--- src/hw/rtl/uctc_pkg.sv ---
`timescale 1ns / 1ps

package uctc_pkg;

    // Cycles from an accepted command to its result strobe.
    localparam int PIPE_DEPTH    = 10;
    // Stages that the civil to Unix path needs before its delay line.
    localparam int TO_UNIX_DEPTH = 4;
    localparam int OFS_W         = 5;

    localparam logic [16:0] SEC_PER_DAY  = 17'd86400;
    localparam logic [11:0] SEC_PER_HOUR = 12'd3600;
    localparam logic [8:0]  DAYS_PER_YEAR = 9'd365;
    localparam logic [12:0] YEAR_BIAS    = 13'd400;
    // One era of days plus the day count from 0000-03-01 to 1970-01-01.
    localparam logic [21:0] CIVIL_DAY_BIAS = 22'd865565;

    // Reciprocals for division by constants: floor(x * R >> k).
    localparam logic [26:0] RECIP_675_36 = 27'd101806633;
    localparam logic [12:0] RECIP_25_17  = 13'd5243;
    localparam logic [15:0] RECIP_365_24 = 16'd45965;
    localparam logic [17:0] RECIP_365_26 = 18'd183861;
    localparam logic [17:0] RECIP_60_23  = 18'd139811;
    localparam logic [11:0] RECIP_60_17  = 12'd2185;
    localparam logic [9:0]  RECIP_100_16 = 10'd656;
    localparam logic [11:0] RECIP_153_19 = 12'd3427;

    // Day numbers seen by the Unix to civil path fall in era 4 or era 5.
    localparam logic [15:0] ERA5_FIRST_DAY = 16'd11018;
    localparam logic [17:0] DOE_BIAS       = 18'd135079;
    localparam logic [17:0] DAYS_PER_ERA   = 18'd146097;
    localparam logic [17:0] DOE_CENT1      = 18'd36524;
    localparam logic [17:0] DOE_CENT2      = 18'd73048;
    localparam logic [17:0] DOE_CENT3      = 18'd109572;
    localparam logic [17:0] DOE_LAST       = 18'd146096;
    localparam logic [11:0] ERA4_YEAR      = 12'd1600;
    localparam logic [11:0] ERA5_YEAR      = 12'd2000;

    typedef struct packed {
        logic [11:0] year;
        logic [3:0]  month;
        logic [4:0]  day;
        logic [4:0]  hour;
        logic [5:0]  minute;
        logic [5:0]  second;
    } civil_t;

    // First day of a March-based month index within the year: (153 * mp + 2) / 5.
    function automatic logic [8:0] month_start(input logic [3:0] mp);
        logic [8:0] r;
        case (mp)
            4'd0:    r = 9'd0;
            4'd1:    r = 9'd31;
            4'd2:    r = 9'd61;
            4'd3:    r = 9'd92;
            4'd4:    r = 9'd122;
            4'd5:    r = 9'd153;
            4'd6:    r = 9'd184;
            4'd7:    r = 9'd214;
            4'd8:    r = 9'd245;
            4'd9:    r = 9'd275;
            4'd10:   r = 9'd306;
            4'd11:   r = 9'd337;
            4'd12:   r = 9'd367;
            4'd13:   r = 9'd398;
            4'd14:   r = 9'd428;
            4'd15:   r = 9'd459;
            default: r = 9'd0;
        endcase
        return r;
    endfunction

endpackage

--- src/hw/rtl/uctc_to_unix.sv ---
`timescale 1ns / 1ps

module uctc_to_unix import uctc_pkg::*; (
    input  logic              clk,
    input  logic              rst_n,
    input  logic              in_valid,
    input  logic [OFS_W-1:0]  zone_offset,
    input  civil_t            civil_in,
    output logic              out_valid,
    output logic [31:0]       unix_seconds
);

    localparam int PAD = PIPE_DEPTH - TO_UNIX_DEPTH;

    logic [PIPE_DEPTH-1:0] valid_reg;

    // Stage 1: shifted year, day of year, local time of day less the offset.
    logic        le2;
    logic [3:0]  mpc;
    logic [6:0]  hour_diff;
    logic [12:0] ylp_next, ylp_reg;
    logic [9:0]  doy_next, doy1_reg, doy2_reg;
    logic [18:0] tod_next, tod1_reg, tod2_reg, tod3_reg;

    // Stage 2: year day counts.
    logic [23:0] p100;
    logic [20:0] y365_next, y365_reg;
    logic [10:0] y4_reg;
    logic [5:0]  q100_next, q100_reg;

    // Stage 3: day number relative to the epoch.
    logic [21:0] days_next, days_reg;

    // Stage 4: seconds.
    logic [31:0] days_ext;
    logic [48:0] day_prod;
    logic [31:0] secs_next, secs_reg;
    logic [31:0] pad_reg [PAD];

    always_comb
    begin
        le2       = (civil_in.month <= 4'd2);
        mpc       = le2 ? civil_in.month + 4'd9 : civil_in.month - 4'd3;
        ylp_next  = 13'(civil_in.year) + YEAR_BIAS - 13'(le2);
        doy_next  = 10'(month_start(mpc)) + 10'(civil_in.day) - 10'd1;
        hour_diff = 7'(civil_in.hour) - {{2{zone_offset[OFS_W-1]}}, zone_offset};
        tod_next  = {{12{hour_diff[6]}}, hour_diff} * 19'(SEC_PER_HOUR)
                  + 19'(civil_in.minute) * 19'd60 + 19'(civil_in.second);

        y365_next = 21'(ylp_reg) * 21'(DAYS_PER_YEAR);
        p100      = 24'(ylp_reg[12:2]) * 24'(RECIP_25_17);
        q100_next = p100[22:17];

        days_next = 22'(y365_reg) + 22'(y4_reg) - 22'(q100_reg) + 22'(q100_reg[5:2])
                  + {{12{doy2_reg[9]}}, doy2_reg} - CIVIL_DAY_BIAS;

        days_ext  = {{10{days_reg[21]}}, days_reg};
        day_prod  = 49'(days_ext) * 49'(SEC_PER_DAY);
        secs_next = day_prod[31:0] + {{13{tod3_reg[18]}}, tod3_reg};
    end

    always_ff @(posedge clk)
    begin
        ylp_reg  <= ylp_next;
        doy1_reg <= doy_next;
        tod1_reg <= tod_next;

        y365_reg <= y365_next;
        y4_reg   <= ylp_reg[12:2];
        q100_reg <= q100_next;
        doy2_reg <= doy1_reg;
        tod2_reg <= tod1_reg;

        days_reg <= days_next;
        tod3_reg <= tod2_reg;

        secs_reg <= secs_next;

        // Delay line that matches the civil path's latency.
        pad_reg[0] <= secs_reg;
        for (int i = 1; i < PAD; i++)
        begin
            pad_reg[i] <= pad_reg[i-1];
        end
    end

    always_ff @(posedge clk or negedge rst_n)
    begin
        if (!rst_n)
        begin
            valid_reg <= '0;
        end
        else
        begin
            valid_reg <= {valid_reg[PIPE_DEPTH-2:0], in_valid};
        end
    end

    assign out_valid    = valid_reg[PIPE_DEPTH-1];
    assign unix_seconds = pad_reg[PAD-1];

endmodule

--- src/hw/rtl/uctc_to_civil.sv ---
`timescale 1ns / 1ps

module uctc_to_civil import uctc_pkg::*; (
    input  logic              clk,
    input  logic              rst_n,
    input  logic              in_valid,
    input  logic [OFS_W-1:0]  zone_offset,
    input  logic [31:0]       unix_seconds,
    output logic              out_valid,
    output civil_t            civil_out
);

    logic [PIPE_DEPTH-1:0] valid_reg;

    // Stage 1: local seconds plus one day, so the count is never negative.
    logic [32:0] ofs_ext;
    logic [32:0] t_next, t_reg;

    // Stage 2: day count.
    logic [52:0] pday;
    logic [15:0] q_next, q_reg;
    logic [16:0] tlo_reg;

    // Stage 3: second of day, day of era.
    logic [32:0] qd;
    logic        era5_next;
    logic [16:0] rem_next, rem3_reg, rem4_reg;
    logic [17:0] doe_next, doe3_reg, doe4_reg, doe5_reg, doe6_reg, doe7_reg;
    logic        era3_reg, era4_reg, era5_reg, era6_reg, era7_reg, era8_reg, era9_reg;

    // Stage 4: leap corrections and minute of day.
    logic [31:0] pa;
    logic [34:0] p60;
    logic [6:0]  a_next, a_reg;
    logic [2:0]  b_next, b_reg;
    logic        c_next, c_reg;
    logic [10:0] q60_next, q60_4_reg, q60_5_reg;

    // Stage 5: corrected day of era, second and hour.
    logic [17:0] adj_next, adj_reg;
    logic [16:0] s60, sec_full;
    logic [22:0] ph;
    logic [5:0]  sec5_reg, sec6_reg, sec7_reg, sec8_reg, sec9_reg;
    logic [4:0]  hour5_reg, hour6_reg, hour7_reg, hour8_reg, hour9_reg;

    // Stage 6: year of era and minute.
    logic [35:0] py;
    logic [8:0]  yoe_next, yoe6_reg, yoe7_reg, yoe8_reg, yoe9_reg;
    logic [10:0] hm, min_full;
    logic [5:0]  min6_reg, min7_reg, min8_reg, min9_reg;

    // Stage 7: days of the whole years.
    logic [18:0] pq;
    logic [17:0] y365_next, y365_reg;
    logic [1:0]  yq100_reg;

    // Stage 8: day of year.
    logic [17:0] doy_full;
    logic [8:0]  doy8_reg, doy9_reg;

    // Stage 9: March-based month index.
    logic [10:0] nn;
    logic [22:0] pm;
    logic [3:0]  mp_reg;

    // Stage 10: civil fields.
    logic [8:0]  dfull;
    logic [3:0]  month_sel;
    civil_t      civil_next, civil_reg;

    always_comb
    begin
        ofs_ext   = {{(33-OFS_W){zone_offset[OFS_W-1]}}, zone_offset};
        t_next    = {1'b0, unix_seconds} + 33'(ofs_ext * 33'(SEC_PER_HOUR))
                  + 33'(SEC_PER_DAY);

        pday      = 53'(t_reg[32:7]) * 53'(RECIP_675_36);
        q_next    = pday[51:36];

        qd        = 33'(q_reg) * 33'(SEC_PER_DAY);
        rem_next  = tlo_reg - qd[16:0];
        era5_next = (q_reg >= ERA5_FIRST_DAY);
        doe_next  = 18'(q_reg) + DOE_BIAS - (era5_next ? DAYS_PER_ERA : 18'd0);

        pa        = 32'(doe3_reg[17:2]) * 32'(RECIP_365_24);
        a_next    = pa[30:24];
        b_next    = 3'(doe3_reg >= DOE_CENT1) + 3'(doe3_reg >= DOE_CENT2)
                  + 3'(doe3_reg >= DOE_CENT3) + 3'(doe3_reg >= DOE_LAST);
        c_next    = (doe3_reg == DOE_LAST);
        p60       = 35'(rem3_reg) * 35'(RECIP_60_23);
        q60_next  = p60[33:23];

        adj_next  = doe4_reg - 18'(a_reg) + 18'(b_reg) - 18'(c_reg);
        s60       = 17'(q60_4_reg) * 17'd60;
        sec_full  = rem4_reg - s60;
        ph        = 23'(q60_4_reg) * 23'(RECIP_60_17);

        py        = 36'(adj_reg) * 36'(RECIP_365_26);
        yoe_next  = py[34:26];
        hm        = 11'(hour5_reg) * 11'd60;
        min_full  = q60_5_reg - hm;

        y365_next = 18'(yoe6_reg) * 18'(DAYS_PER_YEAR);
        pq        = 19'(yoe6_reg) * 19'(RECIP_100_16);

        doy_full  = doe7_reg - y365_reg - 18'(yoe7_reg[8:2]) + 18'(yq100_reg);

        nn        = 11'(doy8_reg) * 11'd5 + 11'd2;
        pm        = 23'(nn) * 23'(RECIP_153_19);

        dfull     = doy9_reg - month_start(mp_reg) + 9'd1;
        month_sel = (mp_reg < 4'd10) ? mp_reg + 4'd3 : mp_reg - 4'd9;
        civil_next.year   = 12'(yoe9_reg) + (era9_reg ? ERA5_YEAR : ERA4_YEAR)
                          + 12'(month_sel <= 4'd2);
        civil_next.month  = month_sel;
        civil_next.day    = dfull[4:0];
        civil_next.hour   = hour9_reg;
        civil_next.minute = min9_reg;
        civil_next.second = sec9_reg;
    end

    always_ff @(posedge clk)
    begin
        t_reg     <= t_next;

        q_reg     <= q_next;
        tlo_reg   <= t_reg[16:0];

        rem3_reg  <= rem_next;
        doe3_reg  <= doe_next;
        era3_reg  <= era5_next;

        a_reg     <= a_next;
        b_reg     <= b_next;
        c_reg     <= c_next;
        q60_4_reg <= q60_next;
        rem4_reg  <= rem3_reg;
        doe4_reg  <= doe3_reg;
        era4_reg  <= era3_reg;

        adj_reg   <= adj_next;
        sec5_reg  <= sec_full[5:0];
        hour5_reg <= ph[21:17];
        q60_5_reg <= q60_4_reg;
        doe5_reg  <= doe4_reg;
        era5_reg  <= era4_reg;

        yoe6_reg  <= yoe_next;
        min6_reg  <= min_full[5:0];
        doe6_reg  <= doe5_reg;
        era6_reg  <= era5_reg;
        sec6_reg  <= sec5_reg;
        hour6_reg <= hour5_reg;

        y365_reg  <= y365_next;
        yq100_reg <= pq[17:16];
        yoe7_reg  <= yoe6_reg;
        doe7_reg  <= doe6_reg;
        era7_reg  <= era6_reg;
        sec7_reg  <= sec6_reg;
        hour7_reg <= hour6_reg;
        min7_reg  <= min6_reg;

        doy8_reg  <= doy_full[8:0];
        yoe8_reg  <= yoe7_reg;
        era8_reg  <= era7_reg;
        sec8_reg  <= sec7_reg;
        hour8_reg <= hour7_reg;
        min8_reg  <= min7_reg;

        mp_reg    <= pm[22:19];
        doy9_reg  <= doy8_reg;
        yoe9_reg  <= yoe8_reg;
        era9_reg  <= era8_reg;
        sec9_reg  <= sec8_reg;
        hour9_reg <= hour8_reg;
        min9_reg  <= min8_reg;

        civil_reg <= civil_next;
    end

    always_ff @(posedge clk or negedge rst_n)
    begin
        if (!rst_n)
        begin
            valid_reg <= '0;
        end
        else
        begin
            valid_reg <= {valid_reg[PIPE_DEPTH-2:0], in_valid};
        end
    end

    assign out_valid = valid_reg[PIPE_DEPTH-1];
    assign civil_out = civil_reg;

endmodule

--- src/hw/rtl/unix_civil_time_converter.sv ---
`timescale 1ns / 1ps

// Converts between a 32-bit Unix second count and a proleptic Gregorian date
// and time of day in a local zone that is a whole number of hours from UTC.
// Pulse start with the command and its fields; busy is always low, so a new
// transfer can be started in every clock cycle. Each transfer returns exactly
// one result, shown on the result ports for a single cycle and marked by done,
// in the order of the commands. The receiver cannot stall the block, so it
// must capture the result in the cycle that done is high. The pipeline depth
// is set by the Unix to civil path, a chain of reciprocal multiplies that
// splits the count into days, eras, years, months and time of day; the civil
// to Unix path is padded to the same depth. Command 0 returns the Unix seconds
// (modulo 2^32) for the given local date and time, with the civil result
// fields at zero. Command 1 returns the local date and time for the given
// Unix seconds, with the Unix result at zero. The zone offset register resets
// to zero and is written through cfg_wr_en and cfg_wr_data; write it only
// while no transfer is in flight.

module unix_civil_time_converter import uctc_pkg::*; (
    input  logic              clk,
    input  logic              rst_n,
    input  logic              start,
    output logic              busy,
    input  logic              cfg_wr_en,
    input  logic [OFS_W-1:0]  cfg_wr_data,
    input  logic              command,
    input  logic [31:0]       unix_seconds,
    input  logic [11:0]       year,
    input  logic [3:0]        month,
    input  logic [4:0]        day,
    input  logic [4:0]        hour,
    input  logic [5:0]        minute,
    input  logic [5:0]        second,
    output logic              done,
    output logic [31:0]       unix_seconds_out,
    output logic [11:0]       year_out,
    output logic [3:0]        month_out,
    output logic [4:0]        day_out,
    output logic [4:0]        hour_out,
    output logic [5:0]        minute_out,
    output logic [5:0]        second_out
);

    logic [OFS_W-1:0] zone_offset_reg;
    logic             accept;
    civil_t           civil_in;
    civil_t           civil_res;
    logic             unix_valid;
    logic             civil_valid;
    logic [31:0]      unix_res;

    // The pipeline never holds off a transfer.
    assign busy   = 1'b0;
    assign accept = start && !busy;

    always_ff @(posedge clk or negedge rst_n)
    begin
        if (!rst_n)
        begin
            zone_offset_reg <= '0;
        end
        else if (cfg_wr_en)
        begin
            zone_offset_reg <= cfg_wr_data;
        end
    end

    always_comb
    begin
        civil_in.year   = year;
        civil_in.month  = month;
        civil_in.day    = day;
        civil_in.hour   = hour;
        civil_in.minute = minute;
        civil_in.second = second;
    end

    // Each direction has its own pipeline; only the one the command selects
    // carries a valid bit, so at most one of them presents a result per cycle.
    uctc_to_unix u_to_unix (
        .clk          (clk),
        .rst_n        (rst_n),
        .in_valid     (accept && !command),
        .zone_offset  (zone_offset_reg),
        .civil_in     (civil_in),
        .out_valid    (unix_valid),
        .unix_seconds (unix_res)
    );

    uctc_to_civil u_to_civil (
        .clk          (clk),
        .rst_n        (rst_n),
        .in_valid     (accept && command),
        .zone_offset  (zone_offset_reg),
        .unix_seconds (unix_seconds),
        .out_valid    (civil_valid),
        .civil_out    (civil_res)
    );

    // Fields that the command does not produce read as zero.
    always_comb
    begin
        done             = unix_valid || civil_valid;
        unix_seconds_out = unix_valid  ? unix_res         : '0;
        year_out         = civil_valid ? civil_res.year   : '0;
        month_out        = civil_valid ? civil_res.month  : '0;
        day_out          = civil_valid ? civil_res.day    : '0;
        hour_out         = civil_valid ? civil_res.hour   : '0;
        minute_out       = civil_valid ? civil_res.minute : '0;
        second_out       = civil_valid ? civil_res.second : '0;
    end

`ifndef ASSERT_OFF
    // The two direction pipelines must never finish in the same cycle.
    a_one_path: assert property (@(posedge clk) disable iff (!rst_n)
        !(unix_valid && civil_valid))
        else $error("both conversion paths produced a result in one cycle");

    // Every accepted transfer returns its result after the fixed latency.
    a_latency: assert property (@(posedge clk) disable iff (!rst_n)
        accept |-> ##PIPE_DEPTH done)
        else $error("result missing after an accepted transfer");

    // A result in the civil direction comes from a command 1 transfer.
    a_direction: assert property (@(posedge clk) disable iff (!rst_n)
        civil_valid |-> $past(accept && command, PIPE_DEPTH))
        else $error("civil result without a matching command");
`endif

endmodule
--- config.mk ---
export PLATFORM = sky130hd
export DESIGN_NAME = unix_civil_time_converter
export DESIGN_NICKNAME = d
export VERILOG_FILES = /design/src/hw/rtl/uctc_pkg.sv /design/src/hw/rtl/uctc_to_unix.sv /design/src/hw/rtl/uctc_to_civil.sv /design/src/hw/rtl/unix_civil_time_converter.sv
export SDC_FILE = /design/constraint.sdc
export NUM_CORES = 2
export LEC_CHECK = 0
export BUFFER_PORTS_ARGS = -buffer_cell sky130_fd_sc_hd__buf_2
export CELL_PAD_IN_SITES_DETAIL_PLACEMENT = 1
export CELL_PAD_IN_SITES_GLOBAL_PLACEMENT = 1
export CORE_MARGIN = 2
export CORE_UTILIZATION = 50
export CTS_CLUSTER_SIZE = 20
export DETAILED_ROUTE_END_ITERATION = 8
export PLACE_DENSITY = 0.85
export SLEW_MARGIN = 30
export SYNTH_ARGS = -nofsm -noshare
export SYNTH_HDL_FRONTEND = slang
export SYNTH_HIERARCHICAL = 1
export SYNTH_SLANG_ARGS = --single-unit
--- constraint.sdc ---
create_clock -name clk -period 8.5 [get_ports clk]
set_input_delay 0.425 -clock clk [delete_from_list [all_inputs] [get_ports clk]]
set_output_delay 0.425 -clock clk [all_outputs]
set_load 0.01 [all_outputs]
==> flow_summary.yaml <==
status:
  outcome: "finished clean"
grt:
  grt_pass1_vias: 49300
  grt_overflow: 0
  grt_pass1_wl_um: 254000
  antenna_found_initial: 13
  grt_max_degree: 40
  grt.total_usage_pct: 24.5
critical_path:
  cp_common_cell: "ha_1"
  ff2ff_path_depth: 33
  slowest_stage: "fa_1"
  endpoint_kind: "flip-flop"
  path_max_fanout: 6
  start_kind: "flip-flop"
  crit_family: "adder cells"
  cp.required_ps: 9120
  critical_path_arrival_ps: 8480
  rrSetupSlack_ps: 640
  critPathKind: "reg2reg"
  reg2reg_from: "u_to_civil/doy8_reg[1]"
  cp.buffers_inverters: 4
  cpPeakStageDelay_ps: 560
cts:
  clk_latency_ps: 720
  cts_setup_buffers: 0
  clockRootBuffer: "clkbuf_16"
  clkTransAtPathRegs_ps: 70
  htreeDepth: 3
  cts_tree: "built"
  cts.sinks: 789
  cts_max_path_buffers: 3
  cts_made_buffers: 89
  ctsHoldBuffers: 26
  ctsResizeCount: 0
yosys:
  async_flop_share_pct: 3.17
  synth_edf_count: 0
  ys.flop_type: "dfxtp_1"
  ys_ff_latch: 789
  synth_area_per_cell_um2: 10.7
  synthesis.nets: 8184
  synth.distinct_cells: 89
  yosysWarnings: 6
  ys_seq_area_share_pct: 24.9
  synthCells: 5951
  synth_area_um2: 63900
route:
  drt.antenna.violating_nets: 0
  firstDrtPassIters: 5
  vias_per_cell: 5.21
  drc: 0
  wl_per_cell_um: 19.5
  drt-initial-drc-count: 1325
  num_vias: 41400
  drt-total-wl_um: 155000
layout:
  seq_area_um2: 15900
  largest_reg_flops: 192
  finalNetCount: 8443
  area.growth.synth_to_final_pct: 9.86
  multi_input_area_um2: 42700
  num-fill-cells: 13700
  layout-drive-gt1-share_pct: 5.74
die:
  pin_count: 152
  die_area_um2: 131000
  die_h_um: 361
  core-area_um2: 127000
  num_rows: 131
  die_w_um: 361
  initial_core_util_pct: 50.2
sta:
  clock_skew_ps: 41.9
  finalHoldViolCount: 0
  report.final.slew_viol_count: 0
  totalNegativeSetupSlack_ps: 0
  worstMarginPinSlew_ps: 944
  fin_crit_ps: 7860
  fin_crit_sh_pct: 92.4
  finalSetupViolations: 0
  fmax_ghz: 0.127
  rsz0062_at_grt: "false"
  maxSlewHeadroom_pct: 37.0
place:
  dp.final_hpwl_um: 125000
  gp_congestion: 0.879
  io_buffers: 150
flow_run:
  maxCapViolCount: 0
worst_hold_path:
  hold_start: "unix_seconds[4]"
  min_to: "u_to_civil/t_reg[4]"
  hold_path_depth: 2
  hp-class: "in2reg"
[kinds of logic after synthesis]
group	after synthesis	synth area share, %
buf+inv	1405	8.30
mux	10	0.167
compound gates	664	6.92
xor+xnor	353	4.84
flops	789	24.9
fa+ha+maj	2153	50.2
other cells	1	0.00587
simple gates	576	4.62
[synth_stat cells, types with 45 or more instances]
cell type	instances	area share, %
xor2_1	102	1.4
nor2_1	142	0.83
nand3_1	45	0.35
a21o_1	115	1.4
xnor2_1	251	3.4
nand2_1	100	0.59
inv_1	1390	8.2
dfxtp_1	764	24
o21ai_0	87	0.68
and2_1	78	0.76
a21oi_1	217	1.7
ha_1	1469	29
fa_1	684	21
[routing by layer]
layer	routed length, um	global-route usage (%)
met5	98	0
met4	6100	9.88
met3	5480	3.79
met2	83900	47.2
met1	59800	26.4
[cell type report]
type,instances,area share (%)
Clock buffer,111,3.53
Clock inverter,54,1.07
Tap cell,1662,2.96
Timing Repair Buffer,183,1.52
Antenna cell,3,0.0107
Sequential cell,789,22.7
Inverter,1390,7.44
Multi-Input combinational cell,3757,60.8
[placed cells by master, fill, tap and decap left out, types with 13 or more instances in the layout]
master	instances
o21bai_1	43
nor2_1	142
dlygate4sd3_1	26
ha_1	1469
nand3_1	45
o21ai_0	87
and2_1	78
or3_1	13
dfxtp_1	764
o21a_1	26
buf_2	150
inv_1	1390
xnor2_1	250
a21o_1	115
nand4_1	23
o211ai_1	17
o21ai_1	22
xor2_1	102
and3_1	17
a211oi_1	21
nor2b_1	35
a31oi_1	19
dfrtp_1	24
nand2_1	100
nor3_1	41
clkbuf_16	92
nand2b_1	35
a21oi_1	217
fa_1	684
[worst max path at each step]
stage                            from         to  slack (ps)  depth (start not counted)
6_report       u_to_civil/doy8_reg[1]  flip-flop         640                         33
5_1_grt        u_to_civil/doy8_reg[1]  flip-flop         200                         33
4_1_cts        u_to_civil/doy8_reg[1]  flip-flop         590                         33
3_5_place_dp   u_to_civil/doy8_reg[1]  flip-flop         670                         33
3_3_place_gp   u_to_civil/doy8_reg[1]  flip-flop         960                         33
2_1_floorplan  u_to_civil/doy8_reg[1]  flip-flop        1390                         33
[per-stage QoR]
stage | instances | setup slack (ps) | util, % | hold WS [ps] | instance area [um2]
CTS | 7946 | 591 | 55.2 | 2.73 | 70200
detailed placement | 7755 | 666 | 52.4 | 313 | 66700
global route | 7947 | 203 | 55.2 | 32.4 | 70200
finish | 7949 | 644 | 55.2 | 53.5 | 70200
floorplan | 5951 | 1390 | - | 129 | 63900
global placement | 7755 | 956 | 52.4 | 310 | 66700
Power is left out: the tool's default activity adds up to more than one toggle a clock period on the data nets, which glitch-free logic cannot reach.
